<file path="config.mk">
export PLATFORM = sky130hd
export DESIGN_NAME = ascii_triple_record_parser
export DESIGN_NICKNAME = d
export VERILOG_FILES = /design/src/atrp_pkg.sv /design/src/ascii_triple_record_parser.sv /design/src/atrp_digit_acc.sv /design/src/atrp_parser.sv
export SDC_FILE = /design/constraint.sdc
export NUM_CORES = 1
export LEC_CHECK = 0
export BUFFER_PORTS_ARGS = -buffer_cell sky130_fd_sc_hd__clkbuf_2
export CAP_MARGIN = 0
export CORE_ASPECT_RATIO = 0.7
export CORE_MARGIN = 10
export CORE_UTILIZATION = 37
export DETAILED_ROUTE_END_ITERATION = 8
export GPL_ROUTABILITY_DRIVEN = 1
export PLACE_DENSITY = 0.54
export SYNTH_ARGS = -nofsm -noshare
export SYNTH_HDL_FRONTEND = slang
export SYNTH_HIERARCHICAL = 1
export SYNTH_SLANG_ARGS = --single-unit
</file>
<file path="constraint.sdc">
create_clock -name clk -period 6.6 [get_ports clk]
set_clock_uncertainty 0.05 [all_clocks]
set_input_delay 0.66 -clock clk [delete_from_list [all_inputs] [get_ports clk]]
set_output_delay 0.66 -clock clk [all_outputs]
set_load 0.01 [all_outputs]
</file>
<file path="src/atrp_pkg.sv">
// Package for the ASCII triple record parser.
// Character codes, the decoded byte class type and the byte classifier.
// No dependencies.
package atrp_pkg;

    localparam int VALUE_BITS_DEFAULT = 16;

    localparam logic [7:0] CHAR_DATA  = 8'h44;  // 'D'
    localparam logic [7:0] CHAR_INFO  = 8'h49;  // 'I'
    localparam logic [7:0] CHAR_SPACE = 8'h20;  // ' '
    localparam logic [7:0] CHAR_PLUS  = 8'h2B;
    localparam logic [7:0] CHAR_MINUS = 8'h2D;
    localparam logic [7:0] CHAR_ZERO  = 8'h30;
    localparam logic [7:0] CHAR_NINE  = 8'h39;
    localparam logic [7:0] CHAR_TAB   = 8'h09;
    localparam logic [7:0] CHAR_CR    = 8'h0D;

    typedef struct packed {
        logic       marker;     // 'D' or 'I'
        logic       data_mark;  // 'D'
        logic       space;
        logic       blank;      // tab .. carriage return
        logic       plus;
        logic       minus;
        logic       digit;
        logic [3:0] digit_val;
    } byte_class_t;

    function automatic byte_class_t classify(input logic [7:0] b);
        byte_class_t c;
        logic [7:0]  off;
        off         = b - CHAR_ZERO;
        c.data_mark = (b == CHAR_DATA);
        c.marker    = (b == CHAR_DATA) || (b == CHAR_INFO);
        c.space     = (b == CHAR_SPACE);
        c.blank     = (b >= CHAR_TAB) && (b <= CHAR_CR);
        c.plus      = (b == CHAR_PLUS);
        c.minus     = (b == CHAR_MINUS);
        c.digit     = (b >= CHAR_ZERO) && (b <= CHAR_NINE);
        c.digit_val = off[3:0];
        return c;
    endfunction

endpackage

</file>
<file path="src/ascii_triple_record_parser.sv">
// A closing 'D' or 'I' passes through the input register and then loads the result register behind res_valid.
// Throughput: one byte per cycle; the input register holds back only while it
// carries a closing marker and the result register is full and stalled.
// Reset (rst_n low, asynchronous): hunting for the first marker, fields cleared,
// no item held in the input or result register.
// Depends on atrp_pkg and atrp_parser.
module ascii_triple_record_parser
    import atrp_pkg::*;
#(
    parameter int VALUE_BITS = VALUE_BITS_DEFAULT
)
(
    input  logic                         clk,
    input  logic                         rst_n,
    input  logic                         rx_valid,
    output logic                         rx_stall,
    input  logic [7:0]                   rx_byte,
    output logic                         res_valid,
    input  logic                         res_stall,
    output logic signed [VALUE_BITS-1:0] first_value,
    output logic signed [VALUE_BITS-1:0] second_value,
    output logic signed [VALUE_BITS-1:0] third_value
);

    logic        s1_valid_reg, s1_valid_next;
    byte_class_t s1_class_reg;
    logic        res_valid_reg, res_valid_next;
    logic signed [VALUE_BITS-1:0] first_reg, second_reg, third_reg;

    logic emit;
    logic res_free;
    logic advance;
    logic rx_take;
    logic signed [VALUE_BITS-1:0] acc0, acc1, acc2;

    atrp_parser #(.VALUE_BITS(VALUE_BITS)) u_parser (
        .clk   (clk),
        .rst_n (rst_n),
        .step  (advance),
        .cls   (s1_class_reg),
        .emit  (emit),
        .acc0  (acc0),
        .acc1  (acc1),
        .acc2  (acc2)
    );

    assign res_free = !res_valid_reg || !res_stall;
    assign advance  = s1_valid_reg && (!emit || res_free);
    assign rx_stall = s1_valid_reg && !advance;
    assign rx_take  = rx_valid && !rx_stall;

    always_comb
    begin
        s1_valid_next = s1_valid_reg;
        if (rx_take)
        begin
            s1_valid_next = 1'b1;
        end
        else if (advance)
        begin
            s1_valid_next = 1'b0;
        end

        res_valid_next = res_valid_reg;
        if (advance && emit)
        begin
            res_valid_next = 1'b1;
        end
        else if (!res_stall)
        begin
            res_valid_next = 1'b0;
        end
    end

    always_ff @(posedge clk or negedge rst_n)
    begin
        if (!rst_n)
        begin
            s1_valid_reg  <= 1'b0;
            res_valid_reg <= 1'b0;
        end
        else
        begin
            s1_valid_reg  <= s1_valid_next;
            res_valid_reg <= res_valid_next;
        end
    end

    always_ff @(posedge clk)
    begin
        if (rx_take)
        begin
            s1_class_reg <= classify(rx_byte);
        end
        // record values are taken before the marker clears them
        if (advance && emit)
        begin
            first_reg  <= acc0;
            second_reg <= acc1;
            third_reg  <= acc2;
        end
    end

    assign res_valid    = res_valid_reg;
    assign first_value  = first_reg;
    assign second_value = second_reg;
    assign third_value  = third_reg;

endmodule

</file>
<file path="src/atrp_digit_acc.sv">
// Decimal digit accumulate with saturation: acc * 10 +/- digit.
// Depends on atrp_pkg.
module atrp_digit_acc
    import atrp_pkg::*;
#(
    parameter int VALUE_BITS = VALUE_BITS_DEFAULT
)
(
    input  logic signed [VALUE_BITS-1:0] acc,
    input  logic                         negative,
    input  logic [3:0]                   digit,
    output logic signed [VALUE_BITS-1:0] result
);

    localparam int W = VALUE_BITS + 5;

    localparam logic signed [W-1:0] MAX_W = {{6{1'b0}}, {(VALUE_BITS-1){1'b1}}};
    localparam logic signed [W-1:0] MIN_W = {{6{1'b1}}, {(VALUE_BITS-1){1'b0}}};

    logic signed [W-1:0] wide;
    logic signed [W-1:0] scaled;
    logic signed [W-1:0] dig_w;
    logic signed [W-1:0] sum;

    always_comb
    begin
        wide   = {{5{acc[VALUE_BITS-1]}}, acc};
        // x10 as x8 + x2
        scaled = (wide <<< 3) + (wide <<< 1);
        dig_w  = $signed({{(W-4){1'b0}}, digit});
        sum    = negative ? (scaled - dig_w) : (scaled + dig_w);
        if (negative && (sum < MIN_W))
        begin
            result = MIN_W[VALUE_BITS-1:0];
        end
        else if (!negative && (sum > MAX_W))
        begin
            result = MAX_W[VALUE_BITS-1:0];
        end
        else
        begin
            result = sum[VALUE_BITS-1:0];
        end
    end

endmodule

</file>
<file path="src/atrp_parser.sv">
// Record and field state of the parser, updated once per stepped item.
// Depends on atrp_pkg and atrp_digit_acc.
module atrp_parser
    import atrp_pkg::*;
#(
    parameter int VALUE_BITS = VALUE_BITS_DEFAULT
)
(
    input  logic                         clk,
    input  logic                         rst_n,
    input  logic                         step,
    input  byte_class_t                  cls,
    output logic                         emit,
    output logic signed [VALUE_BITS-1:0] acc0,
    output logic signed [VALUE_BITS-1:0] acc1,
    output logic signed [VALUE_BITS-1:0] acc2
);

    localparam logic [1:0] MODE_HUNT = 2'd0;
    localparam logic [1:0] MODE_DATA = 2'd1;
    localparam logic [1:0] MODE_INFO = 2'd2;

    localparam logic [1:0] PH_START  = 2'd0;
    localparam logic [1:0] PH_SIGN   = 2'd1;
    localparam logic [1:0] PH_DIGITS = 2'd2;
    localparam logic [1:0] PH_STOP   = 2'd3;

    logic [1:0] mode_reg, mode_next;
    logic       pos_reg, pos_next;
    logic [1:0] idx_reg, idx_next;
    logic [1:0] phase_reg, phase_next;
    logic       neg_reg, neg_next;
    logic signed [VALUE_BITS-1:0] acc_reg [3];
    logic signed [VALUE_BITS-1:0] acc_next [3];

    logic signed [VALUE_BITS-1:0] cur_acc;
    logic signed [VALUE_BITS-1:0] new_acc;
    logic                         take;

    always_comb
    begin
        case (idx_reg)
            2'd0:    cur_acc = acc_reg[0];
            2'd1:    cur_acc = acc_reg[1];
            default: cur_acc = acc_reg[2];
        endcase
    end

    atrp_digit_acc #(.VALUE_BITS(VALUE_BITS)) u_digit (
        .acc      (cur_acc),
        .negative (neg_reg),
        .digit    (cls.digit_val),
        .result   (new_acc)
    );

    assign emit = cls.marker && (mode_reg == MODE_DATA);
    assign acc0 = acc_reg[0];
    assign acc1 = acc_reg[1];
    assign acc2 = acc_reg[2];

    always_comb
    begin
        mode_next  = mode_reg;
        pos_next   = pos_reg;
        idx_next   = idx_reg;
        phase_next = phase_reg;
        neg_next   = neg_reg;
        take       = 1'b0;
        if (cls.marker)
        begin
            mode_next  = cls.data_mark ? MODE_DATA : MODE_INFO;
            pos_next   = 1'b0;
            idx_next   = 2'd0;
            phase_next = PH_START;
            neg_next   = 1'b0;
        end
        else if (mode_reg == MODE_DATA)
        begin
            if (!pos_reg)
            begin
                pos_next = 1'b1;    // byte after 'D' is skipped
            end
            else if (cls.space)
            begin
                if (idx_reg < 2'd2)
                begin
                    idx_next   = idx_reg + 2'd1;
                    phase_next = PH_START;
                    neg_next   = 1'b0;
                end
                else
                begin
                    phase_next = PH_STOP;
                end
            end
            else
            begin
                unique case (phase_reg)
                    PH_START:
                    begin
                        if (cls.blank)
                        begin
                            phase_next = PH_START;
                        end
                        else if (cls.plus)
                        begin
                            phase_next = PH_SIGN;
                        end
                        else if (cls.minus)
                        begin
                            neg_next   = 1'b1;
                            phase_next = PH_SIGN;
                        end
                        else if (cls.digit)
                        begin
                            take       = 1'b1;
                            phase_next = PH_DIGITS;
                        end
                        else
                        begin
                            phase_next = PH_STOP;
                        end
                    end
                    PH_SIGN, PH_DIGITS:
                    begin
                        if (cls.digit)
                        begin
                            take       = 1'b1;
                            phase_next = PH_DIGITS;
                        end
                        else
                        begin
                            phase_next = PH_STOP;
                        end
                    end
                    default:
                    begin
                        phase_next = phase_reg;
                    end
                endcase
            end
        end

        for (int i = 0; i < 3; i++)
        begin
            if (cls.marker)
            begin
                acc_next[i] = '0;
            end
            else if (take && (idx_reg == 2'(i)))
            begin
                acc_next[i] = new_acc;
            end
            else
            begin
                acc_next[i] = acc_reg[i];
            end
        end
    end

    always_ff @(posedge clk or negedge rst_n)
    begin
        if (!rst_n)
        begin
            mode_reg   <= MODE_HUNT;
            pos_reg    <= 1'b0;
            idx_reg    <= 2'd0;
            phase_reg  <= PH_START;
            neg_reg    <= 1'b0;
            acc_reg[0] <= '0;
            acc_reg[1] <= '0;
            acc_reg[2] <= '0;
        end
        else if (step)
        begin
            mode_reg   <= mode_next;
            pos_reg    <= pos_next;
            idx_reg    <= idx_next;
            phase_reg  <= phase_next;
            neg_reg    <= neg_next;
            acc_reg[0] <= acc_next[0];
            acc_reg[1] <= acc_next[1];
            acc_reg[2] <= acc_next[2];
        end
    end

endmodule

</file>
==> metrics, run 1 <==
status=finished clean; postcts setup bufs=0; vias per cell=5.670; Seq pwr share=30.3%; Mean Syn Cell Area=10.37 µm²; Static Leak=3.389 nW; nets=800; Clk pwr share=27.5%; Mapped Area=7425 µm²; vias in the first global route=5719; Die X=189.3 µm; Max Clock Freq=174.7 MHz; slew at the pin closest to its max-slew limit=1.209 ns; CP startpoint kind=flip-flop; Min Hold Slack=0.3444 ns; Internal=1.841 mW; design area=8459 µm²; Multi-input gate area=3830 µm²; Detail Placement HPWL=14.41 mm; DRT antenna net count=0; largest net degree at the start of global routing=68; sequential cell area=3223 µm²; clk slew on worst S/H paths=0.06 ns; PortBufs=61; relative slew slack=19.40%; CTS root buf=clkbuf_16; RSZ-0062 raised after global routing=false; fillers=1927; Yosys reg bits=117; TritonRoute pass-1 iters=7; Rows=43; min-delay worst type=in -> async; Initial DRC Count=775; CP arrival=5.96 ns; routability cong.=0.8872; syn_nets=757; peak supply drop=172.2 µV; final setup violating endpoints=0; clk_lat worst skew=0.41 ns; fin util=42.84%; share of layout cells above drive strength 1=19.30%; pwr dens=368.3 nW/µm²; worst flop-to-flop path startpoint=u_parser/idx_reg[1]$_DFFE_PN0P_; reg2reg end=u_parser/acc2[11]$_DFFE_PN0P_; first-pass GRT wire length=32.05 mm; Final Hold Violating Endpoints=0; Tmin final=5.725 ns; Syn Inst Count=716; Ports=62; R2R depth=20; Core Area=19750 µm²; Reg2Reg Setup Slack=0.88 ns; CTS tree=done; post-route clock period utilization=86.74%; clock buffer depth=2; H-Tree Depth=4; Worst EP required=6.84 ns; final cell count without fillers=1042; Post-synth EDFFs=59; Die Y-Extent=138.5 µm; Sw Ratio=40.91%; die area=26220 µm²; Post-CTS Resized=0; Cell Area, Placed=7910 µm²; CP Class=reg -> reg; # DRC=0; Primary FF master, synth=edfxtp_1; Combinational Power Share=42.2%; Initial Util=37.60%; Routed WL per cell=19.19 µm; Ys Warns=6; fraction of registers with async set/reset=49.57%; Cell variety after synth=81; sequential fraction of the synthesis area=43.41%; Area growth, synth to finish=13.94%; cts hold-fix bufs=0; setup TNS=0 ns; vias=5908; Max Slew Vio Count=0; Sw Pwr=1.275 mW; clk sinks=117; max-cap check violation count=0; GRT Util Overall=15.00%; initial antenna violation count=0; Routed WL=19.99 mm; gr ovfl total=0; CTS Buf Count=17; Ant. Diodes=0; crit path capture type=flip-flop; Inst Count DP=1010; CP max FO=45
power by group through the flow:
stage	Clock, mW	Combinational [mW]	Sequential, mW
floorplan	0	1.05	0.916
global placement	0	1.28	0.953
detailed placement	0	1.30	0.956
CTS	0.871	1.30	0.943
global route	0.906	1.45	0.955
finish	0.856	1.32	0.943
synthesized netlist by cell type, types with 3 or more instances:
cell / number / share of area [%]
and2_1: 6 / 0.51
nand2_1: 58 / 2.9
and3_1: 7 / 0.59
a21o_1: 10 / 1.0
nor4_1: 5 / 0.42
ha_1: 26 / 4.4
nand3_1: 7 / 0.47
and2_4: 3 / 0.35
a22oi_1: 17 / 1.7
or3_1: 5 / 0.42
o21bai_1: 5 / 0.51
xnor2_1: 18 / 2.1
fa_1: 3 / 0.81
a21oi_1: 61 / 4.1
mux2i_1: 5 / 0.67
buf_4: 5 / 0.51
a311o_1: 14 / 1.9
o21a_1: 3 / 0.30
nor3_1: 12 / 0.81
o211ai_1: 20 / 2.0
inv_1: 37 / 1.9
nand4_1: 23 / 1.9
nor2b_1: 23 / 1.9
a221o_1: 28 / 3.8
dfrtp_1: 58 / 20
o21ai_0: 18 / 1.2
nand2b_1: 32 / 2.7
o2bb2ai_1: 5 / 0.59
nor2_1: 19 / 0.96
edfxtp_1: 59 / 24
clkbuf_1: 20 / 1.0
o32ai_1: 3 / 0.35
nand3b_1: 3 / 0.30
buf_6: 7 / 1.1
a21oi_2: 11 / 1.3
xor2_1: 6 / 0.71
a31oi_1: 5 / 0.42
buf_2: 14 / 0.94
layer usage:
metal  vias up  track usage [%]  wire [µm]
met1      2892            22.91      10090
met5         -                0          0
met2       203            20.65       8282
li1       2805                -          -
met4         0            3.832        110
met3         8            3.166       1509
worst max-delay path: stages, from the launching register on:
cell      delay, ns
dfrtp_1        0.37
inv_1          0.09
ha_1           0.19
buf_4          0.27
a22oi_1        0.28
nand2_1        0.20
ha_1           0.30
fa_1           0.44
a21o_1         0.22
a221oi_4       0.33
o21ai_2        0.12
xor2_2         0.21
or4b_4         0.54
nor4b_4        0.30
a32oi_2        0.16
xnor2_2        0.21
o41ai_4        0.35
buf_4          0.28
a21oi_2        0.08
nor2b_1        0.19
a221o_1        0.38
logic make-up (layout without fill, tap and decap cells):
| logic type | count (synthesis) | count (layout) | synth area share [%] |
|---|---|---|---|
| mux | 7 | 7 | 0.9774 |
| flops | 117 | 117 | 43.41 |
| fa+ha+maj | 29 | 29 | 5.190 |
| buf+inv | 84 | 140 | 5.460 |
| xor+xnor | 27 | 27 | 3.640 |
| compound gates | 226 | 226 | 23.71 |
| simple gates | 226 | 226 | 17.61 |
per-stage QoR:
stage          power [mW]  setup WS (ns)
6_report            3.116         0.8753
5_1_grt             3.310         0.3707
4_1_cts             3.117         0.8860
3_5_place_dp        2.257         0.8997
3_3_place_gp        2.231         0.9069
2_1_floorplan       1.969          1.109
how the worst max path moves through the flow:
stage / depth (start not counted) / startpoint / slack [ns] / to
2_1_floorplan: 22 / u_parser/idx_reg[0]$_DFFE_PN0P_ / 1.11 / u_parser/acc1[4]$_DFFE_PN0P_
3_3_place_gp: 20 / u_parser/idx_reg[0]$_DFFE_PN0P_ / 0.91 / u_parser/acc2[11]$_DFFE_PN0P_
3_5_place_dp: 20 / u_parser/idx_reg[1]$_DFFE_PN0P_ / 0.90 / u_parser/acc2[11]$_DFFE_PN0P_
4_1_cts: 20 / u_parser/idx_reg[1]$_DFFE_PN0P_ / 0.89 / u_parser/acc2[11]$_DFFE_PN0P_
5_1_grt: 21 / u_parser/idx_reg[0]$_DFFE_PN0P_ / 0.37 / u_parser/acc0[10]$_DFFE_PN0P_
6_report: 20 / u_parser/idx_reg[1]$_DFFE_PN0P_ / 0.88 / u_parser/acc2[11]$_DFFE_PN0P_
final cells by class:
type | count | share of cell area [%]
sequential | 117 | 38.10
clock inverter | 15 | 1.464
inverter | 37 | 1.642
multi-input combinational | 515 | 45.27
clock buffer | 17 | 5.029
tap | 270 | 3.993
timing repair buffer | 71 | 4.496
cell usage in the layout (no fill, tap or decap), drive strengths merged, types with 4 or more instances in the layout:
cell | netlist | layout
o21ai | 21 | 21
xor2 | 7 | 7
o21bai | 5 | 5
nor3 | 14 | 14
a22oi | 17 | 17
nand3 | 8 | 8
nand2b | 32 | 32
and2 | 9 | 9
o211ai | 20 | 20
inv | 37 | 43
clkbuf | 21 | 78
a311o | 14 | 14
nor4 | 5 | 5
clkinv | 0 | 6
mux2i | 5 | 5
a221o | 28 | 28
a31oi | 5 | 5
nand4 | 23 | 23
a21oi | 72 | 72
edfxtp | 59 | 59
nor4b | 4 | 4
xnor2 | 20 | 20
and3 | 7 | 7
o2bb2ai | 5 | 5
buf | 26 | 10
ha | 26 | 26
dfrtp | 58 | 58
nor2 | 21 | 21
a21o | 10 | 10
or3 | 5 | 5
nand2 | 58 | 58
nor2b | 24 | 24
No activity file was read; power rests on OpenSTA's default activity.
==> run 2, diff against run 1 <==
Settings changed: CORE_UTILIZATION 37 to 35, PLACE_DENSITY 0.54 to 0.51.
==> metrics, run 2 (same netlist as run 1, synthesis figures left out) <==
status=finished clean; reg2reg end=u_parser/acc2[11]$_DFFE_PN0P_; CP max FO=15 (-67%); Reg2Reg Setup Slack=0.85 ns (-0.02 ns); highest-delay cell along the critical path=or4b_4; # DRC=0 (unchanged); pwr dens=375.8 nW/µm² (+2.0%); cts hold-fix bufs=0 (unchanged); Rows=44 (+2.3%); TritonRoute pass-1 iters=7 (unchanged); Routed WL=19.89 mm (-0.50%); worst flop-to-flop path startpoint=u_parser/idx_reg[1]$_DFFE_PN0P_; first-pass GRT wire length=32.27 mm (+0.69%); final cell count without fillers=1051 (+0.86%); Largest stage delay, worst path=0.54 ns (about the same); PortBufs=61 (unchanged); DRT antenna net count=0 (unchanged); crit path capture type=flip-flop; nets=803 (+0.38%); Final Hold Violating Endpoints=0 (unchanged); CTS root buf=clkbuf_16; CP startpoint kind=flip-flop; postcts setup bufs=0 (unchanged); clock buffer depth=2 (unchanged); CTS tree=done; max-cap check violation count=0 (unchanged); Ports=62 (unchanged); RSZ-0062 raised after global routing=false; Initial DRC Count=771 (-0.52%); commonest non-fill, non-tap cells in the layout=61 x clkbuf_2, 60 x a21oi_1, 59 x edfxtp_1, 58 x nand2_1, 58 x dfrtp_1; Routed WL per cell=18.93 µm (-1.4%); vias=5988 (+1.4%); GRT Util Overall=14.41% (-0.59 points); post-route clock period utilization=87.08% (+0.35 points); largest net degree at the start of global routing=68 (unchanged); vias in the first global route=5648 (-1.2%); clk_lat worst skew=0.41 ns (about the same); leading cell type in the layout, fill and taps excluded=clkbuf_2; grt met3 use=3.390% (+0.22 points); min-delay worst type=in -> async; Ant. Diodes=0 (unchanged); routability cong.=0.8272 (-6.8%); H-Tree Depth=4 (unchanged); CP Class=reg -> reg; Post-CTS Resized=0 (unchanged); Core Area=20810 µm² (+5.4%); Initial Util=35.68% (-1.9 points); relative slew slack=48.63% (+29 points); GR Util met2=19.24% (-1.4 points); initial antenna violation count=0 (unchanged); Static Leak=3.428 nW (+1.2%); vias per cell=5.697 (+0.49%); fin util=41.10% (-1.7 points); final setup violating endpoints=0 (unchanged); die area=27530 µm² (+5.0%); Detail Placement HPWL=14.45 mm (+0.32%); Max Clock Freq=174.0 MHz (-0.40%); CTS Buf Count=17 (unchanged); Tmin final=5.748 ns (+0.02283 ns); setup TNS=0 ns (unchanged); GR met1 Demand/Resource=22.18% (-0.72 points); Max Slew Vio Count=0 (unchanged); Worst EP required=6.83 ns (about the same); peak supply drop=189.6 µV (+10%); Inst Count DP=1019 (+0.89%); Area growth, synth to finish=15.20%; cells along the critical path=inv_1 > ha_1 > nor2_1 > buf_4 > nand2_1 > nand2_1 > ha_1 > fa_1 > a21o_1 > a221oi_4 > o21ai_2 > xor2_2 > or4b_4 > nor4b_4 > a32oi_2 > xnor2_2 > o41ai_4 > buf_4 > a21oi_2 > nor2b_1 > a221o_1; Die X=194.1 µm (+2.5%); R2R depth=21 (+5.0%); gr ovfl total=0 (unchanged); CP arrival=5.98 ns (+0.02 ns); Cell Area, Placed=7940 µm² (+0.38%); design area=8553 µm² (+1.1%); clk slew on worst S/H paths=0.06 ns (about the same); share of layout cells above drive strength 1=19.48% (+0.18 points); clk sinks=117 (unchanged); Die Y-Extent=141.9 µm (+2.4%); slew at the pin closest to its max-slew limit=0.7705 ns (-0.4386 ns); busiest grt layer=met1
==> run 2: changes by cell type in the layout (fill, tap and decap cells not counted) <==
| cell | delta |
|---|---|
| buf_4 | +3 |
| bufinv_16 | +3 |
| inv_8 | -3 |
| clkinv_2 | -2 |
| clkbuf_1 | +1 |
| clkbuf_8 | +1 |
==> run 2: power by group <==
group,switching (mW),internal (mW),leakage [nW]
clock,0.344,0.608,0.291
sequential,0.0870,0.853,1.26
combinational,0.823,0.500,1.87
==> run 2: cell type report <==
| cell class | instances | area, µm² |
|---|---|---|
| inverters | 37 | 138.9 |
| clock buffers | 19 | 442.9 |
| repair buffers | 74 | 402.9 |
| multi-input cells | 515 | 3830 |
| clock inverters | 13 | 170.2 |
| flip-flops and latches | 117 | 3223 |
| well taps | 276 | 345.3 |
| fillers | 2033 | 12260 |
==> run 2: how the worst max path moves through the flow <==
| stage | startpoint | endpoint | slack, ns | depth (start not counted) |
|---|---|---|---|---|
| final | u_parser/idx_reg[1]$_DFFE_PN0P_ | u_parser/acc2[11]$_DFFE_PN0P_ | 0.85 | 21 |
| after detailed placement | u_parser/idx_reg[1]$_DFFE_PN0P_ | u_parser/acc2[11]$_DFFE_PN0P_ | 0.88 | 21 |
| after global placement | u_parser/idx_reg[1]$_DFFE_PN0P_ | u_parser/acc1[11]$_DFFE_PN0P_ | 1.02 | 21 |
| after global routing | u_parser/idx_reg[0]$_DFFE_PN0P_ | u_parser/acc0[2]$_DFFE_PN0P_ | 0.44 | 20 |
| after floorplan | u_parser/idx_reg[0]$_DFFE_PN0P_ | u_parser/acc1[4]$_DFFE_PN0P_ | 1.11 | 22 |
| after CTS | u_parser/idx_reg[1]$_DFFE_PN0P_ | u_parser/acc2[11]$_DFFE_PN0P_ | 0.87 | 21 |
==> run 2: per-stage QoR <==
| step | setup WS [ns] | hold slack [ns] | power (mW) |
|---|---|---|---|
| after global placement | 1.024 | 0.4229 | 2.235 |
| after detailed placement | 0.8840 | 0.4311 | 2.261 |
| after CTS | 0.8666 | 0.3877 | 3.219 |
| final | 0.8525 | 0.3535 | 3.215 |
| after floorplan | 1.109 | 0.3144 | 1.969 |
| after global routing | 0.4401 | 0.3999 | 3.415 |
==> run 2: critical path, delay by kind of cell (launching register included) <==
family	cells	cell delay, ns
AO/OA/AOI/OAI	7	1.68
XOR/XNOR	2	0.44
adder cells (fa/ha/maj)	3	1.07
buffers and inverters	3	0.61
flip-flops	1	0.40
AND/OR/NAND/NOR	6	1.39
==> run 2: metal layers <==
| layer | part of all wire [%] | vias to the layer above |
|---|---|---|
| met5 | 0 | - |
| met4 | 0.77 | 0 |
| met3 | 7.9 | 16 |
| met2 | 40 | 263 |
| met1 | 52 | 2890 |
| li1 | - | 2819 |
